<file path="config.mk">
export PLATFORM = sky130hd
export DESIGN_NAME = gws_ram
export DESIGN_NICKNAME = d
export VERILOG_FILES = /design/src/rtl/gws_ram.sv
export SDC_FILE = /design/constraint.sdc
export NUM_CORES = 2
export LEC_CHECK = 0
export BUFFER_PORTS_ARGS = -buffer_cell sky130_fd_sc_hd__buf_4
export CORE_MARGIN = 4
export CORE_UTILIZATION = 59
export CTS_CLUSTER_SIZE = 24
export DETAILED_ROUTE_END_ITERATION = 8
export MAX_ROUTING_LAYER = met4
export PLACE_DENSITY = 0.74
export SYNTH_ARGS = -nofsm -noshare
export SYNTH_HDL_FRONTEND = slang
export SYNTH_SLANG_ARGS = --single-unit
</file>
<file path="constraint.sdc">
create_clock -name clk -period 3.8 [get_ports clk]
set_input_delay 0.95 -clock clk [delete_from_list [all_inputs] [get_ports clk]]
set_output_delay 0.95 -clock clk [all_outputs]
set_load 0.03 [all_outputs]
</file>
<file path="src/rtl/gws_ram.sv">
// Generic RAM: one write port, two registered read ports.
module gws_ram #(
	parameter int AW = 8,
	parameter int DW = 8
) (
	input  logic          clk,
	input  logic          we,
	input  logic [AW-1:0] wa,
	input  logic [DW-1:0] wd,
	input  logic [AW-1:0] ra0,
	input  logic [AW-1:0] ra1,
	output logic [DW-1:0] rd0,
	output logic [DW-1:0] rd1
);

	logic [DW-1:0] mem_q [2**AW];

	always_ff @(posedge clk) begin
		if (we) begin
			mem_q[wa] <= wd;
		end
		rd0 <= mem_q[ra0];
		rd1 <= mem_q[ra1];
	end

endmodule

</file>
# ---- After elaboration in Yosys (flattened, before gate mapping)
# Memory sizes are Yosys's and may differ from the RTL's. A register that Yosys moved wholly into a read port is not among the register bits.
# Cells that the tools add are included.
dict set report op_classes {
  mux 2
}
# cell count
set ops {}
lappend ops {{$mux W1} 2}
dict set report word_totals {
  reg_bits 0
  ramBits 2048
  input_bits 34
  out_inout_bits 16
  elab_cells 3
  n_memories 1
}
# memory depth width rd rd_clocked_by_memory_dff wr line
set mem_list {}
lappend mem_list {mem_q 256 8 2 2 1 16} ;# logic [DW-1:0] mem_q [2**AW];

# ---- Logic depth before layout (Yosys ltp)
dict set report depth {
  ltp_word 2
  ltp_mapped 12
  depth_no_buf 6
}

# ---- Worst setup path before layout
# OpenSTA, ideal clock, no wires.
dict set report synth_path {
  path_type {input-to-reg}
  startpoint {input ra1[0]}
  endpoint {register rd1[0], read port of mem_q}
  arrival_time_ns 2.851
  required_ns 3.660
  setup_slack_ns 0.809
  cell_stages 9
  n_path_buf 3
  path_cell_list {buf_4 buf_6 buf_2 mux4_2 mux4_2 nand2_1 a21oi_1 a21oi_1 a221oi_2}
}
# item line
set synth_rtl {}
lappend synth_rtl {{start, declared} 11} ;# input logic [AW-1:0] ra1,
lappend synth_rtl {{end, declared} 13} ;# output logic [DW-1:0] rd1

==> qor.yml <==
synth_enable_flop_cells: 2048
drive_above_1_share_pct: 38.41
path_class: "primary input to flip-flop"
fin_util_pct: 67.73
clock_path_buffers: 3
cts_sinks: 2064
cts.repair.resized: 0
critPathMaxStageDelay_ns: 1.10
io_buffers: 49
drv_slew: 0
dpl_cell_area_mm2: 0.1039
hold_class: "primary input to flip-flop"
numCtsBuffers: 208
grt_pass1_vias: 57820
h-tree-depth: 4
finalCritPeriodShare_pct: 98.25
postRouteAntennaNets: 0
async_reset_ff_share_pct: 0
rsz0062_at_grt: "no"
synth-seq-cells: 2064
gr-total-overflow: 0
start_kind: "primary input"
power_density_mw_per_mm2: 451.1
critPathRequiredTime_ns: 4.47
avgSynthCellArea_um2: 20.01
grt_pass1_wl_um: 427500
setup_viol: 0
synth_cell_types: 65
synthCells: 4847
wirelength_um: 300800
die-area_mm2: 0.1709
wl_per_cell_um: 38.66
final_area_mm2: 0.1105
status: "finished, final reports clean"
tns_ns: 0
cts_tree: "built"
critPathMaxFanout: 22
slew_headroom_pct: 11.50
ios: 50
cts_root_buf: "clkbuf_16"
dieHeight_um: 413.4
worstSkewPairLatency_ns: 0.85
area_delta_synth_final_pct: 13.94
drcViolationCount: 0
crit_path_frequent_cell: "mux4_2"
post-cts-setup-buffers: 0
ir_drop_mv: 0.5553
synthFlopType: "edfxtp_1"
tightest_slew_ns: 1.327
nFillCells: 10180
arrival_ns: 4.40
gp_congestion: 0.9720
end_kind: "flip-flop"
timing.fmax_mhz: 267.9
initial_core_util_pct: 59.44
min_period_ns: 3.733
rows: 148
finalHoldViolCount: 0
syn_nets: 4881
dr.first_iter.drc_count: 10550
track_usage_pct: 36.84
seq_area_frac_synth_pct: 63.75
crit_slowest_cell: "a221oi_1"
max_cap_violations: 0
antenna_found_initial: 19
fin_nets: 5455
cts_hold_buf: 0
netlist_area_mm2: 0.09697
drtPass1Iterations: 6
viasPerCell: 7.441
totalPowerFinal_mw: 49.85
path_cells: "buf_8 -> buf_12 -> mux4_2 -> mux4_2 -> mux2_2 -> a221oi_1 -> nor4_1"
clock_skew_ns: 0.03052
vias: 57900
die_x_um: 413.4
clkTransAtPathRegs_ns: 0.06
leakage_nw: 35.86
yosysWarnings: 0
post-dp-hpwl_um: 203500
grt_max_degree: 141
design.core.area_mm2: 0.1631
## report_power, final
| group | leakage (nW) | internal (mW) | switching, mW |
|---|---|---|---|
| Combinational | 14.1 | 1.93 | 2.74 |
| Clock | 3.19 | 11.2 | 8.72 |
| Sequential | 18.5 | 25.1 | 0.107 |
| Total | 35.9 | 38.3 | 11.6 |
## cell usage in the layout (no fill, tap or decap), drive strengths merged, types with 5 or more instances in the layout
cell type,count
nor4,7
o221ai,67
o211ai,13
o31ai,11
nand3b,6
or2,6
nor2,299
nor2b,27
a21oi,79
buf,750
a211oi,28
o21bai,5
bufinv,16
diode,16
a221oi,37
clkinv,97
dfxtp,16
a22oi,62
edfxtp,2048
nand3,52
nand4,13
o22ai,48
a22o,22
and3,5
a2bb2oi,9
and3b,5
clkbuf,267
nand2b,11
nor3b,7
inv,11
mux2,38
a211o,6
a221o,10
o21ai,37
nor3,21
and2,12
mux4,1051
nand2,114
mux2i,236
## path summary, 6_finish.rpt
check                      from           end  slack [ns]  depth (start not counted)
setup / recovery         ra0[0]        rd0[7]        0.07                          7
hold / removal            wd[7]  mem_q[44][7]        0.50                          1
setup reg to reg  mem_q[147][7]        rd0[7]        0.53                          5
hold reg to reg   mem_q[190][3]        rd0[3]        1.07                          6
## worst max-delay path: cells and delay by family
kind                   cells  cell delay, ns
multiplexers               3            1.47
AO/OA/AOI/OAI              1            1.10
buffers and inverters      2            0.63
AND/OR/NAND/NOR            1            0.18
## sequential cells by signal, summed over array words and instances, names as in the netlist
name	flops
rd1	8
mem_q	2048
rd0	8
## cells by family after synthesis
kind of cell | count (synthesis) | share of synthesized area, %
flip-flops | 2064 | 63.75
multiplexers | 1325 | 27.29
buffers and inverters | 401 | 2.730
AND/OR/NAND/NOR | 591 | 2.695
AO/OA/AOI/OAI | 466 | 3.539
## cells in the mapped netlist (5+ instances only)
library cell / number / area share, %
and3_1: 5 / 0.032
a21oi_1: 79 / 0.41
and3b_1: 5 / 0.045
a221o_1: 10 / 0.10
a211o_1: 6 / 0.054
nor3b_1: 7 / 0.054
o21bai_1: 5 / 0.039
o221ai_1: 65 / 0.59
o22ai_1: 48 / 0.31
or2_2: 6 / 0.039
mux2_2: 38 / 0.44
mux4_2: 1051 / 24
buf_12: 8 / 0.17
edfxtp_1: 2048 / 63
buf_8: 35 / 0.54
mux2i_1: 236 / 2.4
nand2_1: 114 / 0.44
a221oi_1: 32 / 0.29
nor4_1: 7 / 0.045
and2_1: 12 / 0.077
a22oi_1: 62 / 0.48
nor3_1: 21 / 0.11
buf_6: 44 / 0.51
a221oi_2: 5 / 0.077
nand4_1: 13 / 0.084
nand3b_1: 6 / 0.046
clkbuf_1: 137 / 0.53
nand3_1: 52 / 0.27
nor2b_1: 27 / 0.17
nor2_1: 298 / 1.2
nand2b_1: 11 / 0.071
a22o_1: 22 / 0.20
o211ai_1: 13 / 0.10
o31ai_1: 11 / 0.085
a211oi_1: 28 / 0.22
buf_2: 104 / 0.54
dfxtp_1: 16 / 0.33
a2bb2oi_1: 9 / 0.081
o21ai_0: 34 / 0.18
buf_1: 25 / 0.097
buf_4: 42 / 0.33
## per-layer routing
metal  wire length, um  GRT usage, %  vias up
met5                 0             -        -
met4             15880         15.85        0
met3             44290         10.47      797
met2            138000         53.26     4763
met1            102600         49.85    30130
li1                  -             -    22210
## metrics by stage
| stage | cells | worst slack [ns] | hold WS [ns] |
|---|---|---|---|
| after floorplan | 4847 | 0.8094 | 0.8157 |
| after global placement | 7386 | -0.6138 | 0.9777 |
| after detailed placement | 7386 | -0.6359 | 1.039 |
| after CTS | 7765 | 0.2522 | 0.4471 |
| after global routing | 7779 | 0.06966 | 0.4737 |
| final | 7781 | 0.06663 | 0.4984 |
## cell type report
cell class              instances  area [um^2]  area share (%)
flip-flops and latches       2064        61820           55.95
multi-input cells            2382        32510           29.42
repair buffers                759         6868           6.216
clock buffers                 258         5465           4.946
well taps                    2175         2721           2.463
clock inverters               121         1046          0.9466
diodes                         16        40.04         0.03624
inverters                       6        26.28         0.02378
Note: power is estimated with default switching activity, not from simulation.
