===== config.mk =====
export PLATFORM = sky130hd
export DESIGN_NAME = gws_walk
export DESIGN_NICKNAME = d
export VERILOG_FILES = /design/src/rtl/gws_pkg.sv /design/src/rtl/gws_walk.sv
export SDC_FILE = /design/constraint.sdc
export NUM_CORES = 1
export LEC_CHECK = 0
export BUFFER_PORTS_ARGS = -buffer_cell sky130_fd_sc_hd__buf_2
export CAP_MARGIN = 5
export CORE_MARGIN = 2
export CORE_UTILIZATION = 46
export CTS_CLUSTER_SIZE = 30
export DETAILED_ROUTE_END_ITERATION = 10
export GPL_ROUTABILITY_DRIVEN = 1
export PLACE_DENSITY = 0.7
export SKIP_CTS_REPAIR_TIMING = 1
export SYNTH_ARGS = -nofsm -noshare
export SYNTH_HDL_FRONTEND = slang
export SYNTH_SLANG_ARGS = --single-unit

===== constraint.sdc =====
create_clock -name clk -period 1.5 [get_ports clk]
set_input_delay 0.225 -clock clk [delete_from_list [all_inputs] [get_ports clk]]
set_output_delay 0.225 -clock clk [all_outputs]
set_load 0.02 [all_outputs]

===== src/rtl/gws_pkg.sv =====
// Package of the word search block: sizes, codes, direction steps and shared types.
package gws_pkg;

	localparam int MAX_ROWS = 16;
	localparam int MAX_COLS = 16;
	localparam int MAX_WORD = 16;

	localparam int ROW_W    = 4;
	localparam int COL_W    = 4;
	localparam int CNT_W    = 5;
	localparam int LETTER_W = 8;
	localparam int IDX_W    = 4;
	localparam int LEN_W    = 5;
	localparam int NDIR     = 8;
	localparam int DIR_W    = 3;
	localparam int GA_W     = ROW_W + COL_W;
	localparam int POS_W    = ROW_W + 2;
	localparam int NRAM     = NDIR / 2;

	typedef logic [1:0]          mode_t;
	typedef logic [LETTER_W-1:0] letter_t;
	typedef logic [GA_W-1:0]     gaddr_t;

	localparam mode_t MODE_CELL   = 2'd0;
	localparam mode_t MODE_LETTER = 2'd1;
	localparam mode_t MODE_QUERY  = 2'd2;

	localparam logic CFG_ROWS = 1'b0;
	localparam logic CFG_COLS = 1'b1;

	// One compare beat handed from the sequencer to the match stage
	typedef struct packed {
		logic            issue;
		logic            last;
		logic [NDIR-1:0] inb;
	} gws_issue_t;

	// Row step per direction: up, down, right, left, ur, ul, dr, dl
	function automatic logic signed [1:0] step_r(input logic [DIR_W-1:0] d);
		logic signed [1:0] s;
		case (d)
			3'd0, 3'd4, 3'd5: s = -2'sd1;
			3'd1, 3'd6, 3'd7: s = 2'sd1;
			default:          s = 2'sd0;
		endcase
		return s;
	endfunction

	// Column step per direction
	function automatic logic signed [1:0] step_c(input logic [DIR_W-1:0] d);
		logic signed [1:0] s;
		case (d)
			3'd2, 3'd4, 3'd6: s = 2'sd1;
			3'd3, 3'd5, 3'd7: s = -2'sd1;
			default:          s = 2'sd0;
		endcase
		return s;
	endfunction

endpackage


===== src/rtl/gws_walk.sv =====
// Path walker: per-direction cell positions, grid addresses and in-bounds flags.
module gws_walk import gws_pkg::*; (
	input  logic             clk,
	input  logic             load,
	input  logic             step,
	input  logic [ROW_W-1:0] r0,
	input  logic [COL_W-1:0] c0,
	input  logic [CNT_W-1:0] nrows,
	input  logic [CNT_W-1:0] ncols,
	output gaddr_t           addr [NDIR],
	output logic [NDIR-1:0]  inb
);

	logic signed [POS_W-1:0] pos_r_q [NDIR];
	logic signed [POS_W-1:0] pos_c_q [NDIR];

	// Start all paths at the query cell, then move one cell per beat
	always_ff @(posedge clk) begin
		for (int d = 0; d < NDIR; d++) begin
			if (load) begin
				pos_r_q[d] <= $signed(POS_W'(r0));
				pos_c_q[d] <= $signed(POS_W'(c0));
			end else if (step) begin
				pos_r_q[d] <= pos_r_q[d] + POS_W'(step_r(DIR_W'(d)));
				pos_c_q[d] <= pos_c_q[d] + POS_W'(step_c(DIR_W'(d)));
			end
		end
	end

	// Bounds against the grid in use; address is row-major
	always_comb begin
		for (int d = 0; d < NDIR; d++) begin
			inb[d] = !pos_r_q[d][POS_W-1] && !pos_c_q[d][POS_W-1]
				&& (pos_r_q[d] < $signed(POS_W'(nrows)))
				&& (pos_c_q[d] < $signed(POS_W'(ncols)));
			addr[d] = {pos_r_q[d][ROW_W-1:0], pos_c_q[d][COL_W-1:0]};
		end
	end

endmodule


-- Yosys cells after proc, flatten, opt, wreduce, memory -nomap -nowiden
Memory sizes are Yosys's and may differ from the RTL's.
Cells that the tools add are included.
- add/sub/neg operators: 16
- $lt $le $gt $ge: 16
- mux-type cells: 27
- bitwise logic cells: 16
- reductions and logical operators: 40
- operators with widths (kind ; number):
    $add A6 B2 Y6 ; 16
    $lt A6 B6 Y1 ; 16
    $mux W6 ; 16
    $logic_and A1 B1 Y1 ; 24
    $logic_not A1 Y1 ; 16
    $or A1 B1 Y1 ; 16
    $mux W2 ; 6
    $mux W1 ; 5
- flip-flop bits (word level): 0
- memory bits (writable): 96
- input port bits: 21
- output and inout port bits: 72
- word-level logic and storage cells: 117
- memories: 2
- memories (memory ; words ; bits a word ; read ports ; clocked after memory_dff ; wr ports ; line ; text):
    pos_c_q ; 8 ; 6 ; 8 ; 0 ; 8 ; gws_walk.sv:15 ; logic signed [POS_W-1:0] pos_c_q [NDIR];
    pos_r_q ; 8 ; 6 ; 8 ; 0 ; 8 ; gws_walk.sv:14 ; logic signed [POS_W-1:0] pos_r_q [NDIR];

-- Logic depth before layout (Yosys ltp)
- depth after elaboration: 4
- gate-level depth with buffers: 6
- gate-level depth less buffers: 6

-- Least setup slack after synthesis
No wires, ideal clock.
- path type: reg2out
- start point: mem pos_c_q[1][14] (netlist bit)
- end point: out inb[6]
- arrival time: 1808 ps
- data required time: 1275 ps
- slack: -533 ps
- stages on the path, launching flop included: 6
- buffers on the path: 0
- path through: edfxtp_1 -> ha_1 -> a21oi_1 -> o21ai_0 -> a31o_2 -> a221oi_1
- RTL lines (element ; line ; text):
    start, declared ; gws_walk.sv:15 ;
    end, declared ; gws_walk.sv:11 ; output logic [NDIR-1:0] inb

==> out/results.tsv <==
metric	value	unit
Cell Rows	39	
register area share after synthesis	44.3	%
failing checks	setup timing	
Tightest Pin Transition	0.435	ns
Final HPWL DP	9.80	mm
commonest non-fill, non-tap cell in the layout	buf_4	
Total GRT Usage	20.7	%
Sink Count	80	
final setup fails	8	
Worst slew margin	70.9	%
I/O Buffers	92	
WP data arrival	2.04	ns
synthesized flop and latch total	80	
Post-Layout Cell Count	804	
worst-skew pair later-pin latency	0.34	ns
Nets	743	
WHS Path Cells	1	
outcome	complete, but fails checks	
Synth cell types	34	
Post-Route Utilization	61.7	%
# diodes	0	
DRT iter0 DRCs	308	
crit path time final	2.26	ns
H-tree depth	3	
syn_nets	604	
fmax	442	MHz
first-pass GRT wire length	20.5	mm
TritonCTS Buffers	9	
R2R Path Start	pos_c_q[1][6]	
reg2reg path depth	6	
total I/O pin count	93	
Synth Instances	517	
end of the worst register-to-register path	pos_c_q[1][10]	
main flop type after synthesis	edfxtp_1	
most frequent cells in the layout	buf_4, buf_2, edfxtp_1	
drt first pass iters	4	
Critical Path Source Type	flip-flop	
HP Class	primary input to flip-flop	
Yosys top cell by area	edfxtp_1	
Final Hold Viols	0	
number of cells after detailed placement	781	
Core ar.	11500	um^2
Syn-to-layout area delta	30.5	%
FF-to-FF setup slack	0.06	ns
DIE AREA	12700	um^2
initial antenna violation count	0	
skew final	0.00566	ns
DRT antenna net count	0	
gr ovfl total	0	
Max FO, Critical Path	2	
vias in the first global route	4047	
CTS Buffer Depth	2	
largest net degree at the start of global routing	32	
CTS clk-pin slew, worst paths	0.06	ns
Avg WL per Cell	16.8	um
part of the cycle the worst path needs	151	%
CTS tree	done	
Mapped Area	5430	um^2
Pwr Density	1020	nW/um^2
WP data required	1.27	ns
ranking of synthesized cells by area	edfxtp_1, ha_1, buf_4	
share of layout cells above drive strength 1	39.0	%
Total Wirelength	13.5	mm
Die X	113	um
YS warnings	0	
Worst Hold Path EP	pos_r_q[0][19]	
Leak Pwr	3.09	nW
die height	113	um
Final Instance Area	7080	um^2
post-synth top area share	44.3	%
maximum vdd ir drop	799	uV
initial core utilization	47.3	%
routed vias/inst	5.23	
Final Max Tran Viols	0	
Max Cap Viol	0	
Root Driver	clkbuf_16	
number of flops mapped to enable cells by yosys	80	
Worst Slack Setup Final	-0.761	ns
mean post-synth cell area	10.5	um^2
RSZ-0062 raised after global routing	true	
async set or reset register ratio after synthesis	0	%
Min-Delay Startpoint	r0[1]	
drt drc	0	
CP endpoint kind	output port	
WS Path Type	flip-flop to output port	
dpl cell area	6460	um^2
vias	4202	
Placer Congestion	0.817	
## synth_stat cells, types with 5 or more instances
| cell type | n |
|---|---|
| xnor2_1 | 27 |
| nand2_1 | 42 |
| nand3_1 | 13 |
| nor2_1 | 49 |
| ha_1 | 66 |
| inv_1 | 25 |
| o21ai_0 | 27 |
| a21oi_1 | 36 |
| nor3_1 | 6 |
| nor3b_1 | 5 |
| xor2_1 | 21 |
| a21o_1 | 5 |
| buf_4 | 64 |
| clkbuf_1 | 7 |
| edfxtp_1 | 80 |
| nor2b_1 | 12 |
## flip-flops by register name (all words and copies together) (netlist names)
name	flops
pos_c_q	40
pos_r_q	40
## how the worst max path moves through the flow
| stage | startpoint | to | cells past startpoint | slack (ns) |
|---|---|---|---|---|
| after floorplan | pos_r_q[1][10] | inb[5] | 5 | -0.33 |
| after CTS | pos_c_q[0][7] | inb[1] | 5 | -0.95 |
| after global routing | pos_c_q[1][10] | inb[5] | 6 | -0.84 |
| after detailed placement | ncols[2] | inb[1] | 7 | -0.62 |
| after global placement | ncols[2] | inb[1] | 7 | -0.61 |
| final | pos_r_q[1][10] | inb[5] | 6 | -0.76 |
## area by class of cell
class / instances / area (um^2)
Clock buffer: 11 / 233
Clock inverter: 5 / 47.5
Fill cell: 943 / 4390
Inverter: 25 / 97.6
Multi-Input combinational cell: 338 / 2740
Sequential cell: 80 / 2400
Tap cell: 143 / 179
Timing Repair Buffer: 202 / 1380
## per-layer routing
metal / wire length, um / share of wire [%] / GRT usage [%]
met3: 625 / 4.6 / 3.83
met1: 5840 / 43 / 26.7
met2: 6770 / 50 / 35.1
met4: 260 / 1.9 / 6.67
met5: 0 / 0 / 0
## report_power, final
part	total (W)	internal, W	leakage (nW)	switching, W
Clock	0.00212	0.00127	0.138	0.000845
Sequential	0.00285	0.00271	0.832	0.000144
Combinational	0.00221	0.00102	2.12	0.00119
Total	0.00718	0.00501	3.09	0.00218
## logic make-up (layout without fill, tap and decap cells)
| group | after synthesis | after routing | share of synthesized area, % |
|---|---|---|---|
| compound gates | 88 | 88 | 10.2 |
| xor+xnor | 48 | 48 | 7.75 |
| fa+ha+maj | 66 | 66 | 15.2 |
| buf+inv | 99 | 243 | 11.3 |
| flops | 80 | 80 | 44.3 |
| simple gates | 136 | 136 | 11.3 |
## stage by stage
step | hold WS [ns] | worst slack, ns | TNS, ns | total power (W)
after CTS | 0.0688 | -0.954 | -6.14 | 0.00702
final | 0.0804 | -0.761 | -4.82 | 0.00718
after detailed placement | 0.421 | -0.625 | -4.10 | 0.00489
after global routing | 0.0742 | -0.841 | -5.52 | 0.00752
after floorplan | 0.324 | -0.328 | -1.86 | 0.00426
after global placement | 0.419 | -0.608 | -3.93 | 0.00482
## worst max-delay path, cell delays in order (launching register included)
cell      delay, ns
edfxtp_1       0.39
ha_2           0.18
or4_4          0.47
a221oi_2       0.18
o41ai_1        0.12
nor2_1         0.19
buf_4          0.18
(Power assumes the default switching activity.)
