## src/rtl/gws_pkg.sv

```systemverilog
// Package of the word search block: sizes, codes, direction steps and shared types.
package gws_pkg;

	localparam int MAX_ROWS = 16;
	localparam int MAX_COLS = 16;
	localparam int MAX_WORD = 16;

	localparam int ROW_W    = 4;
	localparam int COL_W    = 4;
	localparam int CNT_W    = 5;
	localparam int LETTER_W = 8;
	localparam int IDX_W    = 4;
	localparam int LEN_W    = 5;
	localparam int NDIR     = 8;
	localparam int DIR_W    = 3;
	localparam int GA_W     = ROW_W + COL_W;
	localparam int POS_W    = ROW_W + 2;
	localparam int NRAM     = NDIR / 2;

	typedef logic [1:0]          mode_t;
	typedef logic [LETTER_W-1:0] letter_t;
	typedef logic [GA_W-1:0]     gaddr_t;

	localparam mode_t MODE_CELL   = 2'd0;
	localparam mode_t MODE_LETTER = 2'd1;
	localparam mode_t MODE_QUERY  = 2'd2;

	localparam logic CFG_ROWS = 1'b0;
	localparam logic CFG_COLS = 1'b1;

	// One compare beat handed from the sequencer to the match stage
	typedef struct packed {
		logic            issue;
		logic            last;
		logic [NDIR-1:0] inb;
	} gws_issue_t;

	// Row step per direction: up, down, right, left, ur, ul, dr, dl
	function automatic logic signed [1:0] step_r(input logic [DIR_W-1:0] d);
		logic signed [1:0] s;
		case (d)
			3'd0, 3'd4, 3'd5: s = -2'sd1;
			3'd1, 3'd6, 3'd7: s = 2'sd1;
			default:          s = 2'sd0;
		endcase
		return s;
	endfunction

	// Column step per direction
	function automatic logic signed [1:0] step_c(input logic [DIR_W-1:0] d);
		logic signed [1:0] s;
		case (d)
			3'd2, 3'd4, 3'd6: s = 2'sd1;
			3'd3, 3'd5, 3'd7: s = -2'sd1;
			default:          s = 2'sd0;
		endcase
		return s;
	endfunction

endpackage

```

## src/rtl/gws_match.sv

```systemverilog
// Match stage: word letter memory, per-direction live mask and first-hit result.
module gws_match import gws_pkg::*; (
	input  logic             clk,
	input  logic             arst_n,
	input  logic             word_we,
	input  logic [IDX_W-1:0] word_wa,
	input  letter_t          word_wd,
	input  logic [IDX_W-1:0] word_ra,
	input  gws_issue_t       issue,
	input  logic             fail,
	input  letter_t          grid_rd [NDIR],
	output logic             done,
	output logic             found,
	output logic [DIR_W-1:0] direction
);

	letter_t         word_mem_q [MAX_WORD];
	letter_t         word_rd_s1;
	gws_issue_t      issue_s1;
	logic [NDIR-1:0] alive_q;
	logic [NDIR-1:0] hit;
	logic [DIR_W-1:0] first;

	// Word letters; read lines up with the grid read data
	always_ff @(posedge clk) begin
		if (word_we) begin
			word_mem_q[word_wa] <= word_wd;
		end
		word_rd_s1 <= word_mem_q[word_ra];
	end

	always_ff @(posedge clk or negedge arst_n) begin
		if (!arst_n) begin
			issue_s1 <= '0;
		end else begin
			issue_s1 <= issue;
		end
	end

	// Directions still matching after this beat
	always_comb begin
		for (int d = 0; d < NDIR; d++) begin
			hit[d] = alive_q[d] && issue_s1.inb[d] && (grid_rd[d] == word_rd_s1);
		end
		first = '0;
		for (int d = NDIR - 1; d >= 0; d--) begin
			if (hit[d]) begin
				first = DIR_W'(d);
			end
		end
	end

	// Live mask rearms after the last letter of each query
	always_ff @(posedge clk or negedge arst_n) begin
		if (!arst_n) begin
			alive_q <= '1;
		end else if (issue_s1.issue) begin
			alive_q <= issue_s1.last ? '1 : hit;
		end
	end

	// Result strobe: end of a walk, or a query rejected up front
	always_ff @(posedge clk or negedge arst_n) begin
		if (!arst_n) begin
			done      <= 1'b0;
			found     <= 1'b0;
			direction <= '0;
		end else begin
			done <= (issue_s1.issue && issue_s1.last) || fail;
			if (fail) begin
				found     <= 1'b0;
				direction <= '0;
			end else begin
				found     <= |hit;
				direction <= first;
			end
		end
	end

endmodule

```

## config.mk

```make
export PLATFORM = sky130hd
export DESIGN_NAME = gws_match
export DESIGN_NICKNAME = d
export VERILOG_FILES = /design/src/rtl/gws_pkg.sv /design/src/rtl/gws_match.sv
export SDC_FILE = /design/constraint.sdc
export NUM_CORES = 1
export LEC_CHECK = 0
export BUFFER_PORTS_ARGS = -buffer_cell sky130_fd_sc_hd__buf_2
export CELL_PAD_IN_SITES_DETAIL_PLACEMENT = 1
export CELL_PAD_IN_SITES_GLOBAL_PLACEMENT = 2
export CORE_MARGIN = 2
export CORE_UTILIZATION = 35
export DETAILED_ROUTE_END_ITERATION = 8
export PLACE_DENSITY_LB_ADDON = 0.1
export SLEW_MARGIN = 20
export SYNTH_ARGS = -nofsm -noshare
export SYNTH_HDL_FRONTEND = slang
export SYNTH_SLANG_ARGS = --single-unit
export TNS_END_PERCENT = 20
```

## constraint.sdc

```tcl
create_clock -name clk -period 4.4 [get_ports clk]
set_input_delay 0.88 -clock clk [delete_from_list [all_inputs] [get_ports clk]]
set_output_delay 0.88 -clock clk [all_outputs]
set_load 0.01 [all_outputs]
```

* Word level (Yosys, flattened, before mapping)
Memories as Yosys holds them, arrays and structs flattened. A register that Yosys moved wholly into a read port is not among the register bits.
Cells that the tools add are included.
** Word-level totals
- Bits in writable memories :: 128
- Input bits :: 94
- Bits in registers :: 23
- Bits in latches :: 0
- Memories :: 1
- Bits in read-only memories :: 0
** Operators by class
- Mux-type cells :: 13
- Bitwise logic cells :: 0
- Multiply operators :: 0
- Equal/unequal tests :: 8
- Shift-type cells :: 0
- Add/subtract/negate cells :: 0
- Divide/modulo/power cells :: 0
- Order comparisons :: 0
- Reduce and logical (&&, ||, !) cells :: 19
** Memories
- word_mem_q :: depth 16, width 8, rd ports 1, clocked after Yosys merged registers in 1, wr ports 1, line gws_match.sv:17 : letter_t word_mem_q [MAX_WORD];
** Operators by type and width (count)
- equality test 8 bit :: 8
- 2-to-1 mux 3 bit :: 9
- logical AND 1 bit :: 17
- 2-to-1 mux 8 bit :: 1
- OR reduction 8 bit :: 1
- 2-to-1 mux 1 bit :: 3
- logical OR 1 bit :: 1

* Longest topological paths before layout
- Depth after elaboration :: 11
- Gate-level depth with buffers :: 8

* Least setup slack after synthesis
Ideal clock, no wire load.
- Kind :: input to register
- Start :: in word_wa[2]
- End :: mem word_mem_q[0][0] in the netlist's numbering (enable)
- Path slack :: 2027 ps
- Stages :: 2
- Arrival time :: 1990 ps
- Path buffers :: 0
- Cell sequence :: or3b_2 nor3_1
** RTL lines
- start: declaration :: line gws_match.sv:6 : input logic [IDX_W-1:0] word_wa,
- end: declaration :: line gws_match.sv:17
Straight into the memory's write port.

* Worst setup path in the final report
- Start :: reg word_rd_s1[5], read port of word_mem_q
- End :: reg direction[0]
** Between the ends
- Cells in the longest elaborated chain, start to end :: 11
- Elaborated cells on any way between the ends :: 25
** Ends and longest elaborated chain
- start: declaration :: line gws_match.sv:18 : letter_t word_rd_s1;
- equality test 8 bit :: line gws_match.sv:43 : hit[d] = alive_q[d] && issue_s1.inb[d] && (grid_rd[d] == word_rd_s1);
- logical AND 1 bit :: line gws_match.sv:43
- 2-to-1 mux 3 bit (7 in series) :: line gws_match.sv:47 : if (hit[d]) begin
- 2-to-1 mux 3 bit * :: line gws_match.sv:47
- 2-to-1 mux 3 bit * :: line gws_match.sv:70 : if (fail) begin
- end signal: assignment :: line gws_match.sv:75 : direction <= first;
- end: declaration :: line gws_match.sv:14 : output logic [DIR_W-1:0] direction
Every way passes the cells marked *; elsewhere a longest branch is shown, timed or not.
A chain may end at the register's enable or synchronous reset.

==> results.toml <==
[detailed_routing]
drt_pass1_iterations = 4
via_per_inst = 4.844
post-route-drc-count = 0
routed_wl_um = 16780
drt_iter0_markers = 169
ant_nets = 0
vias = 3623
routedWlPerCell_um = 22.43

[global_routing]
grt_pass1_wl_um = 24180
gr-total-overflow = 0
grt_max_degree = 33
antenna_found_initial = 0
grt_pass1_vias = 3856
grt_usage_pct = 16.93

[finish]
fillCellCount = 1862
nets = 569
layout-drive-gt1-share_pct = 33.61
num_antenna_cells = 0
areaGrowthSynthToFinish_pct = 19.91
final_core_util_pct = 43.01

[placed_design]
place.gp.congestion = 0.7483
portBuffers = 98
hpwl_um = 11440

[critical_path]
r2r_setup_slack_ns = 1.95
critPathBufInv = 0
endpoint = "direction[0]"
crit_chain = "xor2_1 -> nor4_1 -> nand3_1 -> nor2b_1 -> o21bai_1 -> a21boi_1 -> o21a_1"
cp-startpoint = "word_rd_s1[5]"
cp_num_cells = 7
rr_worst_depth = 7
crit_path_start_kind = "register"
cp_slowest_cell = "dfxtp_1"
rr_endpoint = "direction[0]"
critPathMaxStageDelay_ns = 0.75
crit_fanout = 8
critical_path_class = "reg -> reg"
crit_required_ns = 4.71
timing.rr.start = "word_rd_s1[5]"
critPathTopFamily = "simple AND/OR/NAND/NOR gates"
end_kind = "register"
arrival_ns = 2.77

[floorplan]
die_w_um = 142.9
core_area_sq_um = 18830
io_pins = 99
dieArea_sq_um = 20420
die_h_um = 142.9
num_rows = 50
start_util_pct = 35.87

[yosys]
synth_top_cell_area_share_pct = 56.91
synth_top_area_cell = "edfxtp_1"
syn_nets = 463
synth_edf_count = 128
ys_seq_elements = 159
ys_seq_area_share_pct = 67.95
synth_area_per_cell_sq_um = 18.30
ys_types = 36
syn_area_sq_um = 6754
synthFlopType = "edfxtp_1"
synth_area_leaders = "edfxtp_1 (57%), mux4_1 (11%), dfrtp_1 (5.6%), xor2_1 (4.4%), mux4_2 (4.0%)"
async_flop_share_pct = 14.47
synth_cells = 369
yosysWarnings = 0

[sta]
hold_viol_final = 0
fmax_ghz = 0.4079
min_period_ns = 2.452
rsz0062_at_grt = "no"
post-route-period-util_pct = 55.72
fin_setup_tns_ns = 0
relSlewSlack_pct = 25.04
clock_skew_ns = 0.01288
slew_violations = 0
setup_viol = 0
tightest_slew_ns = 1.120
fin_hold_ws_ns = 0.4408

[pwr]
leakage_nw = 2.921
pwr_density_cell_nw_per_um2 = 423.3
power_switching_mw = 0.8127
ir_worst_vdd_mv = 0.2577
p_sw_share_pct = 23.71
clockPowerShare_pct = 41.9
pwr-share-seq_pct = 50.6
pwr-share-comb_pct = 7.5
p_int_mw = 2.616

[hold_path]
hold_class = "in -> async"

[clock_tree]
cts-htree-levels = 4
tritoncts = "yes"
cts_resized = 0
cts.reportedPaths.clkPinSlew_ns = 0.07
cts_root_buf = "clkbuf_16"
cts_setup_buffers = 0
clock_path_buffers = 2
ctsHoldBuffers = 0
cts_buffers = 17
clkSinkCount = 159
clk_latency_ns = 0.42

[job]
drv_cap = 0

[run_status]
status = "complete, no violations"
-- power groups by stage --
| stage | clock network [mW] | registers (mW) | logic [mW] |
|---|---|---|---|
| final | 1.44 | 1.73 | 0.259 |
| after global routing | 1.53 | 1.74 | 0.287 |
| after CTS | 1.47 | 1.74 | 0.264 |
| after detailed placement | 0 | 1.77 | 0.261 |
| after global placement | 0 | 1.77 | 0.255 |
| after floorplan | 0 | 1.72 | 0.197 |
-- registers in the layout, summed over array words and instances, names as in the netlist --
| register | cells |
|---|---|
| word_mem_q | 128 |
| word_rd_s1 | 8 |
| done | 1 |
| alive_q | 8 |
| issue_s1 | 10 |
| found | 1 |
| direction | 3 |
-- cells by family (layout without fill, tap and decap cells) --
kind of cell           count (synthesis)  count (layout)  synth area share [%]
AO/OA/AOI/OAI                         14              14                 1.241
XOR/XNOR                              64              64                 8.299
buffers and inverters                 18             137                 1.871
flip-flops                           159             159                 67.95
multiplexers                          40              40                 14.89
AND/OR/NAND/NOR                       74              74                 5.743
-- worst reg2reg max path, stage by stage (launching register included) --
cell and delay [ns]:
dfxtp_1 0.75, xor2_1 0.15, nor4_1 0.63, nand3_1 0.25, nor2b_1 0.20, o21bai_1 0.13, a21boi_1 0.08, o21a_1 0.17
-- final cells by class --
type | instances | area [sq um] | share of cell area, %
Multi-Input combinational cell | 192 | 2064 | 25.49
Timing Repair Buffer | 105 | 543.0 | 6.705
Clock inverter | 13 | 143.9 | 1.777
Tap cell | 260 | 325.3 | 4.017
Clock buffer | 19 | 432.9 | 5.345
Sequential cell | 159 | 4589 | 56.67
-- how the worst min path moves through the flow --
stage	slack, ns	startpoint	to	cells after the start
2_1_floorplan	0.48	alive_q[6]	alive_q[6]	2
5_1_grt	0.46	arst_n	issue_s1[3]	1
3_5_place_dp	0.50	alive_q[7]	alive_q[7]	2
3_3_place_gp	0.49	alive_q[7]	alive_q[7]	2
4_1_cts	0.44	arst_n	issue_s1[3]	1
6_report	0.44	arst_n	issue_s1[3]	1
-- per-stage QoR --
step | instances | area (sq um) | total power, mW | setup WS [ns]
3_3_place_gp | 716 | 7511 | 2.022 | 1.526
3_5_place_dp | 716 | 7511 | 2.030 | 1.463
2_1_floorplan | 369 | 6754 | 1.915 | 2.027
4_1_cts | 748 | 8088 | 3.473 | 1.864
6_report | 748 | 8099 | 3.428 | 1.948
5_1_grt | 748 | 8099 | 3.561 | 1.787
-- layer usage --
| metal | vias to the layer above | share of wire [%] | track usage, % |
|---|---|---|---|
| li1 | 1669 | - | - |
| met1 | 1815 | 45 | 22.30 |
| met2 | 125 | 48 | 27.65 |
| met3 | 14 | 5.7 | 4.628 |
| met4 | 0 | 0.95 | 4.846 |
| met5 | - | 0 | 0 |
-- layout by cell type (no fill, tap or decap), types with 3 or more instances in the layout --
cell type | synthesis | routed
nor3_1 | 9 | 6
nand4_1 | 8 | 8
edfxtp_1 | 128 | 128
nand3_1 | 7 | 7
xor2_1 | 34 | 34
buf_4 | 6 | 7
mux4_2 | 12 | 12
mux4_1 | 28 | 28
nand2_1 | 3 | 3
nor2_1 | 27 | 25
xnor2_1 | 30 | 30
dfrtp_1 | 15 | 15
a21oi_1 | 8 | 8
nor4_1 | 6 | 6
dfxtp_1 | 8 | 8
clkbuf_16 | 0 | 17
inv_6 | 0 | 6
buf_2 | 2 | 98
dfstp_2 | 8 | 8
-- synth_stat cells (3+ instances only) --
library cell,n
buf_4,6
mux4_2,12
dfxtp_1,8
nor3_1,9
xnor2_1,30
nand3_1,7
nor4_1,6
nor2_1,27
a21oi_1,8
edfxtp_1,128
nand4_1,8
xor2_1,34
dfstp_2,8
nand2_1,3
buf_1,4
buf_6,3
mux4_1,28
dfrtp_1,15
Power figures use the tool's default switching activity.
